File: src/rtl/modular_exponentiation_assert.svh
// Assertion macros shared by the modular exponentiation RTL.
// Each macro expects signals named clk and rst in the including module.
`ifndef MODULAR_EXPONENTIATION_ASSERT_SVH
`define MODULAR_EXPONENTIATION_ASSERT_SVH

// The consequent must hold in the same cycle as the antecedent.
`define MEXP_ASSERT_HOLDS(name, ante, cons) \
  name: assert property (@(posedge clk) disable iff (rst) (ante) |-> (cons)) \
    else $error("same-cycle implication failed");

// The consequent must hold in the cycle after the antecedent.
`define MEXP_ASSERT_NEXT(name, ante, cons) \
  name: assert property (@(posedge clk) disable iff (rst) (ante) |=> (cons)) \
    else $error("next-cycle implication failed");

`endif

File: src/rtl/mexp_pkg.sv
`timescale 1ns / 1ps

package mexp_pkg;

  localparam int DATA_WIDTH = 32;
  localparam int CNT_W      = $clog2(DATA_WIDTH);

  typedef logic [DATA_WIDTH-1:0] word_t;
  typedef logic [CNT_W-1:0]      bit_cnt_t;

endpackage

File: src/rtl/modular_exponentiation.sv
`timescale 1ns / 1ps

// Computes base to the power exponent modulo modulus, one beat at a time, by
// right-to-left square-and-multiply over a single bit-serial modular
// multiplier that handles one multiplier bit per cycle. The base is first
// reduced in one modular product, then every exponent bit up to the highest
// set one costs a squaring and, where the bit is set, one more product; the
// last squaring is skipped, so short exponents need far fewer products. A
// zero modulus skips the multiplier and goes straight to the done state,
// returning a result of zero with zero_modulus set. Only one item is in work
// at a time; a finished result waits in the output register while the next
// item is taken.
module modular_exponentiation
  import mexp_pkg::*;
(
  input  logic  clk,
  input  logic  rst,
  input  logic  in_valid,
  output logic  in_stall,
  input  word_t base,
  input  word_t exponent,
  input  word_t modulus,
  output logic  out_valid,
  input  logic  out_stall,
  output word_t power_result,
  output logic  zero_modulus
);

  typedef enum logic [4:0] {
    S_IDLE   = 5'b00001,
    S_REDUCE = 5'b00010,
    S_MULT   = 5'b00100,
    S_SQUARE = 5'b01000,
    S_DONE   = 5'b10000
  } state_t;

  state_t state;
  state_t state_next;

  word_t base_r;
  word_t exp_r;
  word_t mod_r;
  word_t acc_r;
  logic  err;

  logic  mul_start;
  word_t mul_a;
  word_t mul_b;
  word_t mul_m;
  logic  mul_busy;
  logic  mul_done;
  word_t mul_result;

  logic  dec;
  word_t dec_exp;
  word_t one_in;
  logic  out_load;

  assign one_in   = word_t'(modulus != word_t'(1));
  assign in_stall = (state != S_IDLE);
  assign mul_m    = (state == S_IDLE) ? modulus : mod_r;
  assign out_load = (state == S_DONE) && (!out_valid || !out_stall);

  always_comb begin
    state_next = state;
    mul_start  = 1'b0;
    mul_a      = acc_r;
    mul_b      = base_r;
    dec        = 1'b0;
    dec_exp    = exp_r;
    case (state)
      S_IDLE: begin
        if (in_valid) begin
          if (modulus == '0) begin
            state_next = S_DONE;
          end else begin
            mul_start  = 1'b1;
            mul_a      = one_in;
            mul_b      = base;
            state_next = S_REDUCE;
          end
        end
      end
      S_REDUCE: begin
        if (mul_done) begin
          dec     = 1'b1;
          dec_exp = exp_r;
        end
      end
      S_MULT: begin
        if (mul_done) begin
          if ((exp_r >> 1) == '0) begin
            state_next = S_DONE;
          end else begin
            mul_start  = 1'b1;
            mul_a      = base_r;
            mul_b      = base_r;
            state_next = S_SQUARE;
          end
        end
      end
      S_SQUARE: begin
        if (mul_done) begin
          dec     = 1'b1;
          dec_exp = exp_r >> 1;
        end
      end
      S_DONE: begin
        if (out_load) begin
          state_next = S_IDLE;
        end
      end
      default: begin
        state_next = S_IDLE;
      end
    endcase

    // The fresh base comes straight from the multiplier in both cases.
    if (dec) begin
      if (dec_exp == '0) begin
        state_next = S_DONE;
      end else if (dec_exp[0]) begin
        mul_start  = 1'b1;
        mul_a      = acc_r;
        mul_b      = mul_result;
        state_next = S_MULT;
      end else begin
        mul_start  = 1'b1;
        mul_a      = mul_result;
        mul_b      = mul_result;
        state_next = S_SQUARE;
      end
    end
  end

  always_ff @(posedge clk) begin
    if (rst) begin
      state     <= S_IDLE;
      out_valid <= 1'b0;
    end else begin
      state <= state_next;
      if (out_load) begin
        out_valid <= 1'b1;
      end else if (!out_stall) begin
        out_valid <= 1'b0;
      end
    end
  end

  always_ff @(posedge clk) begin
    if (state == S_IDLE && in_valid) begin
      exp_r <= exponent;
      mod_r <= modulus;
      acc_r <= one_in;
      err   <= (modulus == '0);
    end
    if (mul_done && (state == S_REDUCE || state == S_SQUARE)) begin
      base_r <= mul_result;
    end
    if (mul_done && state == S_SQUARE) begin
      exp_r <= exp_r >> 1;
    end
    if (mul_done && state == S_MULT) begin
      acc_r <= mul_result;
    end
    if (out_load) begin
      power_result <= err ? '0 : acc_r;
      zero_modulus <= err;
    end
  end

  mexp_mulmod u_mulmod (
    .clk    (clk),
    .rst    (rst),
    .start  (mul_start),
    .a      (mul_a),
    .b      (mul_b),
    .m      (mul_m),
    .busy   (mul_busy),
    .done   (mul_done),
    .result (mul_result)
  );

`include "modular_exponentiation_assert.svh"

  `MEXP_ASSERT_HOLDS(a_err_zero, out_valid && zero_modulus, power_result == '0)
  `MEXP_ASSERT_HOLDS(a_done_wait, mul_done, state != S_IDLE && state != S_DONE)
  `MEXP_ASSERT_HOLDS(a_mult_bit, state == S_MULT, exp_r[0])
  `MEXP_ASSERT_HOLDS(a_no_overlap, mul_start, !mul_busy)

endmodule

File: src/rtl/mexp_mulmod.sv
`timescale 1ns / 1ps

module mexp_mulmod
  import mexp_pkg::*;
(
  input  logic  clk,
  input  logic  rst,
  input  logic  start,
  input  word_t a,
  input  word_t b,
  input  word_t m,
  output logic  busy,
  output logic  done,
  output word_t result
);

  bit_cnt_t cnt;
  word_t    acc;
  word_t    acc_next;
  word_t    a_r;
  word_t    b_sh;
  word_t    m_r;

  logic [DATA_WIDTH:0] dbl;
  logic [DATA_WIDTH:0] sum;
  word_t               half;

  // One multiplier bit per cycle: double the partial product, then add a
  // when the current bit of b is set, reducing after each step.
  always_comb begin
    dbl  = {acc, 1'b0};
    half = (dbl >= {1'b0, m_r}) ? word_t'(dbl - {1'b0, m_r}) : dbl[DATA_WIDTH-1:0];
    sum  = {1'b0, half} + {1'b0, a_r};
    if (b_sh[DATA_WIDTH-1]) begin
      acc_next = (sum >= {1'b0, m_r}) ? word_t'(sum - {1'b0, m_r}) : sum[DATA_WIDTH-1:0];
    end else begin
      acc_next = half;
    end
  end

  always_ff @(posedge clk) begin
    if (rst) begin
      busy <= 1'b0;
      done <= 1'b0;
      cnt  <= '0;
    end else begin
      done <= 1'b0;
      if (start) begin
        busy <= 1'b1;
        cnt  <= '0;
      end else if (busy) begin
        cnt <= cnt + 1'b1;
        if (cnt == bit_cnt_t'(DATA_WIDTH - 1)) begin
          busy <= 1'b0;
          done <= 1'b1;
        end
      end
    end
  end

  always_ff @(posedge clk) begin
    if (start) begin
      acc  <= '0;
      a_r  <= a;
      b_sh <= b;
      m_r  <= m;
    end else if (busy) begin
      acc  <= acc_next;
      b_sh <= b_sh << 1;
    end
  end

  assign result = acc;

`include "modular_exponentiation_assert.svh"

  `MEXP_ASSERT_HOLDS(a_start_idle, start, !busy)
  `MEXP_ASSERT_NEXT(a_start_busy, start, busy)
  `MEXP_ASSERT_HOLDS(a_acc_reduced, busy, acc < m_r)

endmodule
File: config.mk
export PLATFORM = sky130hd
export DESIGN_NAME = modular_exponentiation
export DESIGN_NICKNAME = d
export VERILOG_FILES = /design/src/rtl/mexp_pkg.sv /design/src/rtl/modular_exponentiation.sv /design/src/rtl/mexp_mulmod.sv
export VERILOG_INCLUDE_DIRS = /design/src /design/src/rtl
export SDC_FILE = /design/constraint.sdc
export NUM_CORES = 1
export LEC_CHECK = 0
export ABC_AREA = 1
export BUFFER_PORTS_ARGS = -buffer_cell sky130_fd_sc_hd__buf_2
export CORE_ASPECT_RATIO = 0.9
export CORE_UTILIZATION = 45
export CTS_CLUSTER_SIZE = 40
export DETAILED_ROUTE_END_ITERATION = 6
export PLACE_DENSITY = 0.63
export SLEW_MARGIN = 25
export SYNTH_ARGS = -nofsm -noshare
export SYNTH_HDL_FRONTEND = slang
export SYNTH_SLANG_ARGS = --single-unit
File: constraint.sdc
create_clock -name clk -period 11.9 [get_ports clk]
set_input_delay 0.595 -clock clk [delete_from_list [all_inputs] [get_ports clk]]
set_output_delay 0.595 -clock clk [all_outputs]
set_load 0.05 [all_outputs]
==> results.yml <==
clock_tree:
  post_cts_resized: 0
  tritoncts: "yes"
  clockBufferDepth: 3
  cts.clk_slew.worst_paths_ns: 0.06
  clock_tree.htree_level_count: 2
  cts-root-buf: "clkbuf_16"
  clk_latency_ns: 0.58
  post_cts_buffers: 0
  cts_made_buffers: 36
  clock_sinks: 303
  hold_buffers: 0
yosys:
  synth.net_count: 3155
  syn_area_per_cell_um2: 7.220
  yosysSeqAreaShare: 0.4050
  yosysWarnings: 0
  synth_most_common_cell: "nand2_1"
  ys_top_cells_by_area: "edfxtp_1, nand2_1, inv_1"
  syn_area_mm2: 0.02133
  synth_top_area_frac: 0.3618
  yosys-top-cells-count: "nand2_1, inv_1, nor2_1"
  synth_top_cell_by_area: "edfxtp_1"
  syn_inst: 2954
  ys_ff_latch: 303
  synth_edf_count: 257
  async_reset_ff_frac: 0
  ys_types: 48
  synth_ff_type: "edfxtp_1"
setup_path:
  cp.depth: 42
  crit_path_max_fanout: 32
  cp-end-kind: "register"
  crit_path_frequent_cell: "nand2_1"
  cp-endpoint: "u_mulmod.result[22]"
  crit_path_start: "u_mulmod.result[17]"
  cp-start-kind: "register"
  path_class: "register to register"
  crit_required_ns: 12.39
  worst-path-buf-inv: 5
  cp_top_family: "simple AND/OR/NAND/NOR gates"
  reg2reg_depth: 42
  regToRegStartpoint: "u_mulmod.result[17]"
  arrival_ns: 8.60
  critPathMaxStageDelay_ns: 0.62
  cp_slowest_cell: "dfxtp_1"
  r2r-end: "u_mulmod.result[22]"
  rrSetupSlack_ns: 3.79
timing:
  fin_skew_ns: 0.04118
  max_freq_mhz: 123.3
  slew_headroom: 0.2812
  drv_slew: 0
  hold_viol: 0
  worstMarginPinSlew_ns: 1.078
  rsz0062_at_grt: "no"
  finalCriticalPeriod_ns: 8.110
  fin_crit_sh: 0.6815
  final.setup.tns_ns: 0
  setup_viol: 0
routing:
  vias_per_cell: 5.576
  drt_iter0_drc: 2511
  num_vias: 20683
  drtPass1Iterations: 7
  drc: 0
  wirelength_mm: 84.44
  antenna_left: 0
  routedWlPerCell_um: 22.77
floorplanning:
  core-area_mm2: 0.04673
  ios: 135
  initial_core_util: 0.4564
  die_area_mm2: 0.04827
  rows: 75
  dieHeight_um: 208.5
  die_w_um: 231.5
cells_and_area:
  syn_to_final_growth_pct: 11.53
  nNetsFinal: 3265
  final.fill_count: 4724
  drive_above_1_share: 0.08544
grt:
  overflow: 0
  grt_pass1_vias: 19373
  grt_pass1_wl_mm: 123.1
  grt_max_degree: 70
  track_usage: 0.3490
  antenna_found_initial: 6
place:
  dp.final_hpwl_mm: 67.75
  portBuffers: 134
  place_congestion: 1.104
hold_path:
  hp-class: "primary input to register"
run_status:
  status: "complete, no violations"
job:
  maxCapViolCount: 0
-- through the flow --
step	setup slack, ns	hold slack [ns]	std cells	utilization	area (um2)
after CTS	4.154	0.2086	3706	0.5089	23780
final	3.790	0.2222	3709	0.5091	23790
after floorplan	7.100	0.4367	2954	-	21330
after global routing	3.409	0.2178	3706	0.5089	23780
after detailed placement	4.165	0.4578	3642	0.4821	22530
after global placement	4.183	0.4523	3641	0.4815	22500
-- worst min-delay path by stage --
| stage | from | endpoint | slack [ns] | depth (start not counted) |
|---|---|---|---|---|
| 3_3_place_gp | exp_r[31] | exp_r[31] | 0.45 | 2 |
| 3_5_place_dp | exp_r[31] | exp_r[31] | 0.46 | 2 |
| 6_report | modulus[6] | mod_r[6] | 0.22 | 1 |
| 4_1_cts | modulus[6] | mod_r[6] | 0.21 | 1 |
| 5_1_grt | modulus[7] | mod_r[7] | 0.22 | 1 |
| 2_1_floorplan | u_mulmod.result[2] | base_r[2] | 0.44 | 0 |
-- flip-flops by register name, indices dropped and copies added (netlist names), 32 cells and up --
name and flops:
u_mulmod.result 32, u_mulmod.m_r 32, mod_r 32, exp_r 32, power_result 32, acc_r 32, u_mulmod.b_sh 32, base_r 32
u_mulmod.a_r 32
-- area by class of cell --
class | instances | area, um2 | area share
repair buffers | 152 | 825.8 | 0.03471
clock inverters | 16 | 265.3 | 0.01115
well taps | 616 | 770.7 | 0.03240
multi-input cells | 2076 | 10430 | 0.4384
flip-flops and latches | 303 | 8640 | 0.3632
inverters | 495 | 1863 | 0.07831
clock buffers | 48 | 987.2 | 0.04150
diodes | 3 | 7.507 | 0.0003156
-- cells by family (layout without fill, tap and decap cells) --
logic type / after synthesis / count (layout) / synth area share
fa+ha+maj: 101 / 101 / 0.06030
flops: 303 / 303 / 0.4050
other cells: 0 / 3 / 0
compound gates: 367 / 367 / 0.1021
buf+inv: 575 / 711 / 0.1069
xor+xnor: 51 / 51 / 0.02094
simple gates: 1557 / 1557 / 0.3047
-- cells in the final DEF (no fill, tap or decap), drive strengths merged, types with 6 or more instances in the layout --
master,count
o211ai,61
clkbuf,48
dfxtp,46
nand3,181
nand2,954
clkinv,9
nand3b,15
edfxtp,257
ha,98
nor3,25
buf,152
nor2,316
o21bai,14
xor2,33
nand4,24
and2,28
a21o,23
o22ai,50
a21oi,99
inv,495
o21ai,114
nor4,10
bufinv,6
xnor2,18
-- per-layer routing --
layer	track usage	routed length, um	vias up
li1	-	-	9736
met1	0.4843	36430	9753
met2	0.5254	36080	1022
met3	0.08388	8339	164
met4	0.1279	3526	8
met5	0	57	-
Power is left out: the tool's default activity adds up to more than one toggle a clock period on the data nets, which glitch-free logic cannot reach.
